### src/hw/rtl/mrb_pkg.sv
package mrb_pkg;

  // Operation codes carried in the operation field of an input transaction.
  localparam logic [1:0] OP_ADD     = 2'd0;
  localparam logic [1:0] OP_POS     = 2'd1;
  localparam logic [1:0] OP_SEQ     = 2'd2;

  // Configuration register indexes.
  localparam int unsigned CFG_IDX_W  = 2;
  localparam int unsigned CFG_DATA_W = 16;
  localparam logic [CFG_IDX_W-1:0] CFG_LOST_RSSI  = 2'd0;
  localparam logic [CFG_IDX_W-1:0] CFG_LOST_SNR   = 2'd1;
  localparam logic [CFG_IDX_W-1:0] CFG_LOST_RETRY = 2'd2;

  localparam logic signed [15:0] LOST_RSSI_RST  = 16'sh8000;
  localparam logic signed [15:0] LOST_SNR_RST   = 16'sh8000;
  localparam logic [7:0]         LOST_RETRY_RST = 8'hFF;

  typedef struct packed {
    logic [1:0]         operation;
    logic signed [15:0] rssi_value;
    logic signed [15:0] snr_value;
    logic [7:0]         retry_count;
    logic [15:0]        seq_number;
    logic               frame_lost;
    logic [7:0]         position;
  } in_item_t;

  typedef struct packed {
    logic [5:0]         found_index;
    logic               not_found;
    logic signed [15:0] entry_rssi;
    logic signed [15:0] entry_snr;
    logic [7:0]         entry_retry;
    logic [15:0]        entry_seq;
    logic [5:0]         record_count;
    logic [5:0]         last_written_index;
  } out_item_t;

  // One stored record, as it sits in a memory word.
  typedef struct packed {
    logic [15:0]        seq;
    logic signed [15:0] rssi;
    logic signed [15:0] snr;
    logic [7:0]         retry;
  } record_t;

  // Sentinel codes written in place of the measurements of a lost frame.
  typedef struct packed {
    logic signed [15:0] rssi;
    logic signed [15:0] snr;
    logic [7:0]         retry;
  } lost_codes_t;

endpackage

### src/hw/rtl/measurement_ring_buffer.sv
// Ring store of DEPTH link-quality records with position and sequence look-up.
// Input channel (in_valid / in_stall / in_item): one transaction per operation,
// an add, a look-up by age position or a search by sequence number. Every input
// transaction yields exactly one result transaction on the output channel
// (out_valid / out_stall / out_item), in order.
// The result leaves through S_DONE and the output register. An add, an unused code
// or a look-up of an empty store or out-of-range position goes straight to S_DONE;
// a position look-up passes through S_READ first, and a sequence search through
// S_SCAN, which reads one record per cycle from the record memory until it finds
// the key or has read every stored record. One item is in work at a time and
// in_stall is high while it is.
// The output is a register: a new transaction is accepted while a result waits,
// and that transaction's result is held internally until the output frees up.
// A stalled output holds its value.
// The cfg_ port writes the lost-frame sentinel codes; write it only while idle.
// Synchronous reset empties the store (count and pointers to zero) and restores
// the sentinel codes; record contents are not cleared and need no clearing pass.
module measurement_ring_buffer
  import mrb_pkg::*;
#(
  parameter int unsigned DEPTH = 32
) (
  input  logic                  clk,
  input  logic                  rst_n,
  input  logic                  in_valid,
  output logic                  in_stall,
  input  in_item_t              in_item,
  output logic                  out_valid,
  input  logic                  out_stall,
  output out_item_t             out_item,
  input  logic                  cfg_wr_en,
  input  logic [CFG_IDX_W-1:0]  cfg_index,
  input  logic [CFG_DATA_W-1:0] cfg_wr_data
);

  localparam int unsigned PTR_W = $clog2(DEPTH);

  lost_codes_t      lost_r;
  logic             wr_en;
  logic [PTR_W-1:0] wr_addr;
  record_t          wr_data;
  logic             rd_en;
  logic [PTR_W-1:0] rd_addr;
  record_t          rd_data;

  always_ff @(posedge clk) begin
    if (!rst_n) begin
      lost_r.rssi  <= LOST_RSSI_RST;
      lost_r.snr   <= LOST_SNR_RST;
      lost_r.retry <= LOST_RETRY_RST;
    end else if (cfg_wr_en) begin
      unique case (cfg_index)
        CFG_LOST_RSSI:  lost_r.rssi  <= cfg_wr_data;
        CFG_LOST_SNR:   lost_r.snr   <= cfg_wr_data;
        CFG_LOST_RETRY: lost_r.retry <= cfg_wr_data[7:0];
        default: begin
        end
      endcase
    end
  end

  mrb_ctrl #(
    .DEPTH (DEPTH),
    .PTR_W (PTR_W)
  ) u_ctrl (
    .clk        (clk),
    .rst_n      (rst_n),
    .in_valid   (in_valid),
    .in_item    (in_item),
    .in_stall   (in_stall),
    .out_valid  (out_valid),
    .out_stall  (out_stall),
    .out_item   (out_item),
    .lost_codes (lost_r),
    .wr_en      (wr_en),
    .wr_addr    (wr_addr),
    .wr_data    (wr_data),
    .rd_en      (rd_en),
    .rd_addr    (rd_addr),
    .rd_data    (rd_data)
  );

  mrb_store #(
    .DEPTH (DEPTH),
    .PTR_W (PTR_W)
  ) u_store (
    .clk     (clk),
    .wr_en   (wr_en),
    .wr_addr (wr_addr),
    .wr_data (wr_data),
    .rd_en   (rd_en),
    .rd_addr (rd_addr),
    .rd_data (rd_data)
  );

endmodule

### src/hw/rtl/mrb_store.sv
module mrb_store
  import mrb_pkg::*;
#(
  parameter int unsigned DEPTH = 32,
  parameter int unsigned PTR_W = $clog2(DEPTH)
) (
  input  logic             clk,
  input  logic             wr_en,
  input  logic [PTR_W-1:0] wr_addr,
  input  record_t          wr_data,
  input  logic             rd_en,
  input  logic [PTR_W-1:0] rd_addr,
  output record_t          rd_data
);

  record_t mem [DEPTH];
  record_t rd_data_r;

  always_ff @(posedge clk) begin
    if (wr_en) begin
      mem[wr_addr] <= wr_data;
    end
  end

  always_ff @(posedge clk) begin
    if (rd_en) begin
      rd_data_r <= mem[rd_addr];
    end
  end

  assign rd_data = rd_data_r;

endmodule

### src/hw/rtl/mrb_ctrl.sv
module mrb_ctrl
  import mrb_pkg::*;
#(
  parameter int unsigned DEPTH = 32,
  parameter int unsigned PTR_W = $clog2(DEPTH)
) (
  input  logic             clk,
  input  logic             rst_n,
  input  logic             in_valid,
  input  in_item_t         in_item,
  output logic             in_stall,
  output logic             out_valid,
  input  logic             out_stall,
  output out_item_t        out_item,
  input  lost_codes_t      lost_codes,
  output logic             wr_en,
  output logic [PTR_W-1:0] wr_addr,
  output record_t          wr_data,
  output logic             rd_en,
  output logic [PTR_W-1:0] rd_addr,
  input  record_t          rd_data
);

  localparam int unsigned CNT_W = $clog2(DEPTH + 1);
  localparam int unsigned CMP_W = (CNT_W > 8) ? CNT_W : 8;
  localparam logic [PTR_W-1:0] LAST_SLOT = PTR_W'(DEPTH - 1);
  localparam logic [PTR_W:0]   DEPTH_X   = (PTR_W + 1)'(DEPTH);
  localparam logic [CNT_W-1:0] FULL      = CNT_W'(DEPTH);
  localparam logic [5:0]       SLOT_NONE = 6'(DEPTH);
  localparam logic [5:0]       SLOT_LAST = 6'(DEPTH - 1);

  typedef enum logic [3:0] {
    S_IDLE = 4'b0001,
    S_READ = 4'b0010,
    S_SCAN = 4'b0100,
    S_DONE = 4'b1000
  } state_t;

  function automatic logic [PTR_W-1:0] next_slot(input logic [PTR_W-1:0] p);
    return (p == LAST_SLOT) ? '0 : p + 1'b1;
  endfunction

  state_t           state_r, state_nxt;
  logic [PTR_W-1:0] rp_r, rp_nxt;
  logic [PTR_W-1:0] wp_r, wp_nxt;
  logic [CNT_W-1:0] cnt_r, cnt_nxt;
  logic [PTR_W-1:0] slot_r, slot_nxt;
  logic [CNT_W-1:0] seen_r, seen_nxt;
  logic [15:0]      key_r, key_nxt;
  logic [5:0]       res_idx_r, res_idx_nxt;
  logic             res_miss_r, res_miss_nxt;
  record_t          res_rec_r, res_rec_nxt;
  out_item_t        out_r, out_nxt;
  logic             out_valid_r, out_valid_nxt;

  logic             out_free;
  logic             pos_hit;
  logic [PTR_W:0]   pos_sum;
  logic [PTR_W-1:0] pos_slot;
  logic [PTR_W-1:0] scan_next;
  logic [5:0]       last_idx;

  assign in_stall  = (state_r != S_IDLE);
  assign out_valid = out_valid_r;
  assign out_item  = out_r;
  assign out_free  = !out_valid_r || !out_stall;

  // The position is below the count whenever it is used, so it fits a slot index
  // and the sum stays below twice the depth.
  assign pos_hit   = CMP_W'(in_item.position) < CMP_W'(cnt_r);
  assign pos_sum   = {1'b0, rp_r} + (PTR_W + 1)'(in_item.position);
  assign pos_slot  = (pos_sum >= DEPTH_X) ? PTR_W'(pos_sum - DEPTH_X) : PTR_W'(pos_sum);
  assign scan_next = next_slot(slot_r);

  assign last_idx  = (cnt_r == '0) ? SLOT_NONE :
                     (wp_r == '0)  ? SLOT_LAST : 6'(wp_r - 1'b1);

  // The store is written only as an add is accepted and read only by a look-up
  // as it is accepted or stalls the input; no read meets a write to its entry.
  always_comb begin
    state_nxt     = state_r;
    rp_nxt        = rp_r;
    wp_nxt        = wp_r;
    cnt_nxt       = cnt_r;
    slot_nxt      = slot_r;
    seen_nxt      = seen_r;
    key_nxt       = key_r;
    res_idx_nxt   = res_idx_r;
    res_miss_nxt  = res_miss_r;
    res_rec_nxt   = res_rec_r;
    out_nxt       = out_r;
    out_valid_nxt = out_valid_r && out_stall;
    wr_en         = 1'b0;
    wr_addr       = wp_r;
    wr_data       = '0;
    rd_en         = 1'b0;
    rd_addr       = slot_r;

    unique case (state_r)
      S_IDLE: begin
        if (in_valid) begin
          state_nxt    = S_DONE;
          res_idx_nxt  = SLOT_NONE;
          res_miss_nxt = 1'b1;
          res_rec_nxt  = '0;
          case (in_item.operation)
            OP_ADD: begin
              wr_en         = 1'b1;
              wr_data.seq   = in_item.seq_number;
              wr_data.rssi  = in_item.frame_lost ? lost_codes.rssi : in_item.rssi_value;
              wr_data.snr   = in_item.frame_lost ? lost_codes.snr : in_item.snr_value;
              wr_data.retry = in_item.frame_lost ? lost_codes.retry : in_item.retry_count;
              wp_nxt        = next_slot(wp_r);
              res_miss_nxt  = 1'b0;
              if (cnt_r == FULL) begin
                rp_nxt = next_slot(rp_r);
              end else begin
                cnt_nxt = cnt_r + 1'b1;
              end
            end
            OP_POS: begin
              if (pos_hit) begin
                rd_en     = 1'b1;
                rd_addr   = pos_slot;
                slot_nxt  = pos_slot;
                state_nxt = S_READ;
              end
            end
            OP_SEQ: begin
              if (cnt_r != '0) begin
                rd_en     = 1'b1;
                rd_addr   = rp_r;
                slot_nxt  = rp_r;
                seen_nxt  = CNT_W'(1);
                key_nxt   = in_item.seq_number;
                state_nxt = S_SCAN;
              end
            end
            default: begin
            end
          endcase
        end
      end
      S_READ: begin
        res_idx_nxt  = 6'(slot_r);
        res_miss_nxt = 1'b0;
        res_rec_nxt  = rd_data;
        state_nxt    = S_DONE;
      end
      S_SCAN: begin
        // Read data belongs to slot_r; seen_r counts the records fetched so far.
        if (rd_data.seq == key_r) begin
          res_idx_nxt  = 6'(slot_r);
          res_miss_nxt = 1'b0;
          res_rec_nxt  = rd_data;
          state_nxt    = S_DONE;
        end else if (seen_r == cnt_r) begin
          state_nxt = S_DONE;
        end else begin
          rd_en    = 1'b1;
          rd_addr  = scan_next;
          slot_nxt = scan_next;
          seen_nxt = seen_r + 1'b1;
        end
      end
      S_DONE: begin
        if (out_free) begin
          out_nxt.found_index        = res_idx_r;
          out_nxt.not_found          = res_miss_r;
          out_nxt.entry_rssi         = res_rec_r.rssi;
          out_nxt.entry_snr          = res_rec_r.snr;
          out_nxt.entry_retry        = res_rec_r.retry;
          out_nxt.entry_seq          = res_rec_r.seq;
          out_nxt.record_count       = 6'(cnt_r);
          out_nxt.last_written_index = last_idx;
          out_valid_nxt              = 1'b1;
          state_nxt                  = S_IDLE;
        end
      end
      default: begin
        state_nxt = S_IDLE;
      end
    endcase
  end

  always_ff @(posedge clk) begin
    if (!rst_n) begin
      state_r     <= S_IDLE;
      rp_r        <= '0;
      wp_r        <= '0;
      cnt_r       <= '0;
      out_valid_r <= 1'b0;
    end else begin
      state_r     <= state_nxt;
      rp_r        <= rp_nxt;
      wp_r        <= wp_nxt;
      cnt_r       <= cnt_nxt;
      out_valid_r <= out_valid_nxt;
    end
  end

  always_ff @(posedge clk) begin
    slot_r     <= slot_nxt;
    seen_r     <= seen_nxt;
    key_r      <= key_nxt;
    res_idx_r  <= res_idx_nxt;
    res_miss_r <= res_miss_nxt;
    res_rec_r  <= res_rec_nxt;
    out_r      <= out_nxt;
  end

endmodule

### config.mk
export PLATFORM = sky130hd
export DESIGN_NAME = measurement_ring_buffer
export DESIGN_NICKNAME = d
export VERILOG_FILES = /design/src/hw/rtl/mrb_pkg.sv /design/src/hw/rtl/measurement_ring_buffer.sv /design/src/hw/rtl/mrb_store.sv /design/src/hw/rtl/mrb_ctrl.sv
export SDC_FILE = /design/constraint.sdc
export NUM_CORES = 2
export LEC_CHECK = 0
export BUFFER_PORTS_ARGS = -buffer_cell sky130_fd_sc_hd__clkbuf_2
export CAP_MARGIN = 20
export CELL_PAD_IN_SITES_DETAIL_PLACEMENT = 1
export CELL_PAD_IN_SITES_GLOBAL_PLACEMENT = 1
export CORE_ASPECT_RATIO = 0.7
export CORE_MARGIN = 3
export CORE_UTILIZATION = 30
export DETAILED_ROUTE_END_ITERATION = 10
export GPL_TIMING_DRIVEN = 0
export PLACE_DENSITY = 0.51
export SYNTH_ARGS = -nofsm -noshare
export SYNTH_HDL_FRONTEND = slang
export SYNTH_SLANG_ARGS = --single-unit
### constraint.sdc
create_clock -name clk -period 15.4 [get_ports clk]
set_input_delay 3.08 -clock clk [delete_from_list [all_inputs] [get_ports clk]]
set_output_delay 3.08 -clock clk [all_outputs]
set_load 0.05 [all_outputs]
# --- Yosys cells after proc, flatten, opt, wreduce, memory -nomap -nowiden ---
# Memory sizes are Yosys's and may differ from the RTL's. A register that Yosys moved wholly into a read port is not among the register bits.
# Index checks and enable logic that the tools add are counted.
classes:
  addsub: 8
  multipliers: 0
  div_mod_pow: 0
  n_lt_le_gt_ge: 2
  eq_ne: 23
  shift: 0
  n_mux: 56
  bitwise_logic: 1
  n_reduce_logical: 22
ops:
  columns: ["cell", "n"]
  rows:
  - ["two-way mux 56 bit", 5]
  - ["one-hot mux 56 bit (3 select lines)", 1]
  - ["two-way mux 6 bit", 8]
  - ["two-way mux 5 bit", 9]
  - ["two-way mux 16 bit", 2]
  - ["two-way mux 4 bit", 6]
  - ["one-hot mux 5 bit (2 select lines)", 2]
  - ["one-hot mux 6 bit (3 select lines)", 1]
  - ["equality test 16 bit", 1]
  - ["one-hot mux 4 bit (4 select lines)", 1]
  - ["adder 5 x 1 -> 5 bit, second input constant", 3]
  - ["equality test 5 bit, second input constant", 3]
  - ["two-way mux 1 bit", 15]
  - ["adder 6 x 1 -> 6 bit, second input constant", 2]
  - ["one-hot mux 6 bit (2 select lines)", 1]
  - ["AND reduction 4 bit", 3]
  - ["AND reduction 3 bit", 3]
  - ["< comparator 8 x 6 -> 1 bit", 1]
  - ["two-way mux 8 bit", 1]
  - ["!= test 2 bit, second input constant", 4]
  - ["one-hot mux 4 bit (2 select lines)", 1]
  - ["AND reduction 2 bit", 4]
  - ["adder 5 x 6 -> 6 bit", 1]
  - ["equality test 6 bit", 1]
  - ["other kinds (26)", 33]
word_totals:
  reg_bits: 226
  latch_bits: 0
  ram_bits: 1792
  mem_bits_ro: 0
  input_bits: 90
  output_inout_bits: 77
  n_memories: 1
mem_list:
  columns: ["name", "words", "width", "read_ports", "rd_clocked_by_memory_dff", "write_ports", "line", "source"]
  rows:
  - ["u_store.mem", 32, 56, 1, 1, 1, "mrb_store.sv:16", "record_t mem [DEPTH];"]

# --- Logic depth before layout (Yosys ltp) ---
depth:
  ltp_word: 7
  mapped_depth: 17

# --- Hierarchy ---
# Synthesis repeated with hierarchy kept, for this count alone.
unflattened:
  cells_unflattened: 4696
  hier_area_um2: 81232.9
by_module_without_submodules:
  columns: ["mod", "instances", "cells_per_inst", "area_per_inst_um2", "seq_area_each_um2"]
  rows:
  - ["mrb_store", 1, 3917, 71354.7, 55493.2]
  - ["mrb_ctrl", 1, 618, 8249.2, 5325.1]
  - ["measurement_ring_buffer", 1, 161, 1629.1, 800.8]

# --- Least setup slack after synthesis ---
# OpenSTA, ideal clock, no wires.
synth_timing:
  path_type: "input port to flip-flop"
  start: "input out_stall"
  end: "register u_ctrl.out_r, in the netlist u_ctrl.out_item[0], enable pin"
  t_arrival_ns: 6.638
  required_ns: 14.868
  slack_ns: 8.229
  stages: 1
  n_path_buf: 0
  path_cell_list: "a21oi_1"
synth_via:
  elab_chain_cells: 3
synth_lines:
  columns: ["element", "line", "source"]
  rows:
  - ["start, declared", "measurement_ring_buffer.sv:29", "input logic out_stall,"]
  - ["zero test 1 bit", "mrb_ctrl.sv:66", "assign out_free = !out_valid_r || !out_stall;"]
  - ["logical OR 1 bit", "mrb_ctrl.sv:66", null]
  - ["AND reduction 2 bit (no source line)", null, null]
  - ["end signal, assigned", "mrb_ctrl.sv:209", "out_r <= out_nxt;"]
  - ["end, declared", "mrb_ctrl.sv:53", "out_item_t out_r, out_nxt;"]
# No other way between the ends.
# A chain may end at the register's enable or synchronous reset.

# --- Final worst setup path ---
layout_timing:
  start: "input in_item[0] (netlist name)"
  end: "register u_store.rd_data[10] (netlist name)"
layout_via:
  elab_chain_cells: 7
  word_cells_on_any_way: 13
  classes_between: "add/sub (2); order compare (2); mux (9)"
layout_lines:
  columns: ["element", "line", "source"]
  rows:
  - ["start, declared", "measurement_ring_buffer.sv:27", "input in_item_t in_item,"]
  - ["adder 5 x 6 -> 6 bit", "mrb_ctrl.sv:71", "assign pos_sum = {1'b0, rp_r} + (PTR_W + 1)'(in_item.position);"]
  - ["subtractor 5 x 1 -> 5 bit / greater-or-equal comparator 6 bit (equally long branches)", "mrb_ctrl.sv:72", "assign pos_slot = (pos_sum >= DEPTH_X) ? PTR_W'(pos_sum - DEPTH_X) : PTR_W'(pos_sum);"]
  - ["two-way mux 5 bit", "mrb_ctrl.sv:72", null]
  - ["two-way mux 5 bit", "mrb_ctrl.sv:122", "if (pos_hit) begin"]
  - ["one-hot mux 5 bit (2 select lines)", null, null]
  - ["two-way mux 5 bit", null, null]
  - ["one-hot mux 5 bit (2 select lines)", null, null]
# Several ways; a longest one is shown, not always the timed one.

==> impl_metrics.env <==
export IMPL_finalHoldViolations=0
export IMPL_syn_avg_cell_area_um2=16.4
export IMPL_cap_viol_max_count=0
export IMPL_fillers=27400
export IMPL_ys_warn_count=0
export IMPL_clk_path_buf_depth=4
export IMPL_critPathKind="input port to flip-flop"
export IMPL_r2r_slack_ps=9030
export IMPL_worstSetupStartpointType="input port"
export IMPL_routed_via_density=4.99
export IMPL_p_leak_uw=0.0335
export IMPL_yosysSeqAreaShare=0.752
export IMPL_yosysTopAreaCellShare=0.736
export IMPL_dpl_hpwl_um=189000
export IMPL_ant_nets=0
export IMPL_grt_max_degree=34
export IMPL_die_area_mm2=0.279
export IMPL_worstSetupStartpoint="in_item[0]"
export IMPL_cp_required_ps=15910
export IMPL_fp_coreArea_mm2=0.270
export IMPL_switching_share=0.235
export IMPL_cts_hold_fix_buffers=0
export IMPL_yosysMostFrequentCell="edfxtp_1"
export IMPL_drt_iter0_drc=4391
export IMPL_die_h_um=443
export IMPL_period_minus_slack_ps=7740
export IMPL_fin_tns_setup_ps=0
export IMPL_vias=46500
export IMPL_drc=0
export IMPL_power_frac_seq=0.515
export IMPL_grt_pass1_vias=47500
export IMPL_portBuffers=165
export IMPL_hold_start="u_ctrl.res_rec_r[22]"
export IMPL_drive_above_1_share=0.157
export IMPL_power_density_mw_per_mm2=124
export IMPL_dr_pass1_iters=5
export IMPL_multi_input_area_mm2=0.0190
export IMPL_timing_rr_start="u_store.rd_data[41]"
export IMPL_syn_nets=5109
export IMPL_wl_um=266000
export IMPL_clockRootBuffer="clkbuf_16"
export IMPL_synth_area_leaders="edfxtp_1 74%, mux2i_1 11%, nand2_1 2.5%, a21oi_1 2.1%, dfxtp_1 1.6%"
export IMPL_htreeDepth=4
export IMPL_clk_pin_slew_ps=70
export IMPL_yosys_register_bits=2074
export IMPL_synth_edf_count=2008
export IMPL_clk_latency_ps=880
export IMPL_grt_usage=0.187
export IMPL_fmax_mhz=129
export IMPL_grt_ovfl_total=0
export IMPL_num_rows=159
export IMPL_power_total_uw=12100
export IMPL_register_area_mm2=0.0616
export IMPL_yosys_cell_types_count=78
export IMPL_pwr_share_clk=0.412
export IMPL_area_delta_synth_final_pct=18.5
export IMPL_slew_headroom=0.240
export IMPL_antenna_found_initial=12
export IMPL_grt_pass1_wl_um=373000
export IMPL_clock_skew_ps=46.2
export IMPL_power_internal_uw=9240
export IMPL_synth_top_flop_cell="edfxtp_1"
export IMPL_fp_dieW_um=631
export IMPL_post_cts_resized=0
export IMPL_hp_class="flip-flop to flip-flop"
export IMPL_synth_area_leader_cell="edfxtp_1"
export IMPL_outcome="completed"
export IMPL_peakVddDrop_mv=0.0836
export IMPL_ys_top_cells_by_count="2008 x edfxtp_1, 871 x mux2i_1, 555 x nand2_1"
export IMPL_nets=5640
export IMPL_fin_hold_ws_ps=417
export IMPL_setup_violations=0
export IMPL_crit_path_max_fanout=10
export IMPL_cts_made_buffers=210
export IMPL_syn_area_mm2=0.0819
export IMPL_ios=167
export IMPL_wl_per_cell_um=28.6
export IMPL_rsz0062_at_grt="false"
export IMPL_post_cts_setup_buffers=0
export IMPL_end_kind="flip-flop"
export IMPL_syn_inst=4993
export IMPL_async_flop_share=0
export IMPL_cp_arrival_ps=8240
export IMPL_worst_pin_slew_ps=1140
export IMPL_power_switching_uw=2830
export IMPL_finalMaxSlewViolations=0
export IMPL_clock_sinks=2074
export IMPL_timing_final_crit_share=0.502
export IMPL_floorplan_initialDensity=0.303
export IMPL_p_comb_frac=0.073
export IMPL_cts_tree="done"
export IMPL_place_gp_congestion=0.799
-- power by group through the flow --
stage / Sequential, µW / Clock (µW) / Combinational, µW
3_3_place_gp: 6360 / 0 / 842
5_1_grt: 6220 / 5330 / 934
3_5_place_dp: 6350 / 0 / 879
2_1_floorplan: 6370 / 0 / 441
6_report: 6220 / 4970 / 880
4_1_cts: 6220 / 5100 / 883
-- state kept, by name, indices dropped and copies added (netlist names), 6 cells and up --
signal / cells
u_ctrl.seen_r: 6
u_ctrl.key_r: 16
u_store.rd_data: 56
u_ctrl.cnt_r: 6
lost_r: 40
u_ctrl.res_rec_r: 56
u_ctrl.out_item: 75
u_ctrl.res_idx_r: 6
u_store.mem: 1792
-- layer usage --
| metal | track usage | part of all wire | up-vias |
|---|---|---|---|
| met1 | 0.285 | 0.49 | 24600 |
| met4 | 0.0435 | 0.023 | 0 |
| met5 | 0 | 0 | - |
| met3 | 0.0258 | 0.048 | 279 |
| met2 | 0.278 | 0.43 | 1150 |
| li1 | - | - | 20400 |
-- layout by cell type (no fill, tap or decap), types with 33 or more instances in the layout --
cell type / count
a211oi_1: 45
buf_2: 94
a21boi_0: 37
a2111oi_0: 39
clkbuf_1: 147
o22ai_1: 110
mux2i_1: 871
clkbuf_16: 214
buf_6: 33
nand2_1: 553
buf_8: 51
dfxtp_1: 66
buf_4: 43
clkinv_1: 52
edfxtp_1: 2008
nor2_2: 41
clkbuf_2: 167
and2_1: 86
a22oi_1: 168
buf_12: 67
a21oi_1: 346
-- layout make-up --
class / count / area share
diodes: 11 / 0.000284
plain buffers: 289 / 0.0165
clock buffers: 265 / 0.0573
clock inverters: 103 / 0.00857
inverters: 24 / 0.000980
multi-input cells: 2606 / 0.196
flip-flops and latches: 2074 / 0.635
well taps: 3622 / 0.0467
repair buffers: 319 / 0.0390
-- critical path: stages --
cell and delay, ps:
clkbuf_2 120, ha_1 240, fa_1 410, a21o_1 200
a21oi_1 190, xor2_1 250, a21o_1 150, a22oi_1 70
o21a_1 260, inv_2 450, clkbuf_1 830, nand2_2 770
clkbuf_1 520, o22ai_1 440, a211oi_1 170
-- per-stage QoR --
stage	worst slack (ps)	utilization	cell area, µm²	std cells
6_report	7660	0.359	97000	9313
5_1_grt	7700	0.359	97000	9302
4_1_cts	7800	0.358	96600	9286
3_5_place_dp	6900	0.334	90200	8918
3_3_place_gp	549	0.323	87300	8780
2_1_floorplan	8230	-	81900	4993
-- cells by family (layout without fill, tap and decap cells) --
group | Yosys count | in the layout | share of synthesized area
muxes | 873 | 873 | 0.107
AOI/OAI and AO/OA | 836 | 836 | 0.0677
other | 0 | 11 | 0
adders and majority gates | 26 | 26 | 0.00406
and+or+nand+nor | 836 | 836 | 0.0448
xor gates and xnor gates | 35 | 35 | 0.00374
buffers and inverters | 313 | 1000 | 0.0207
DFF | 2074 | 2074 | 0.752
-- final timing paths --
| path | endpoint | cells past startpoint |
|---|---|---|
| setup / recovery | u_store.rd_data[10] | 15 |
| hold / removal | u_ctrl.out_item[50] | 0 |
| setup reg to reg | u_store.rd_data[11] | 12 |
| hold reg to reg | u_ctrl.out_item[50] | 0 |
(Power assumes the default switching activity.)
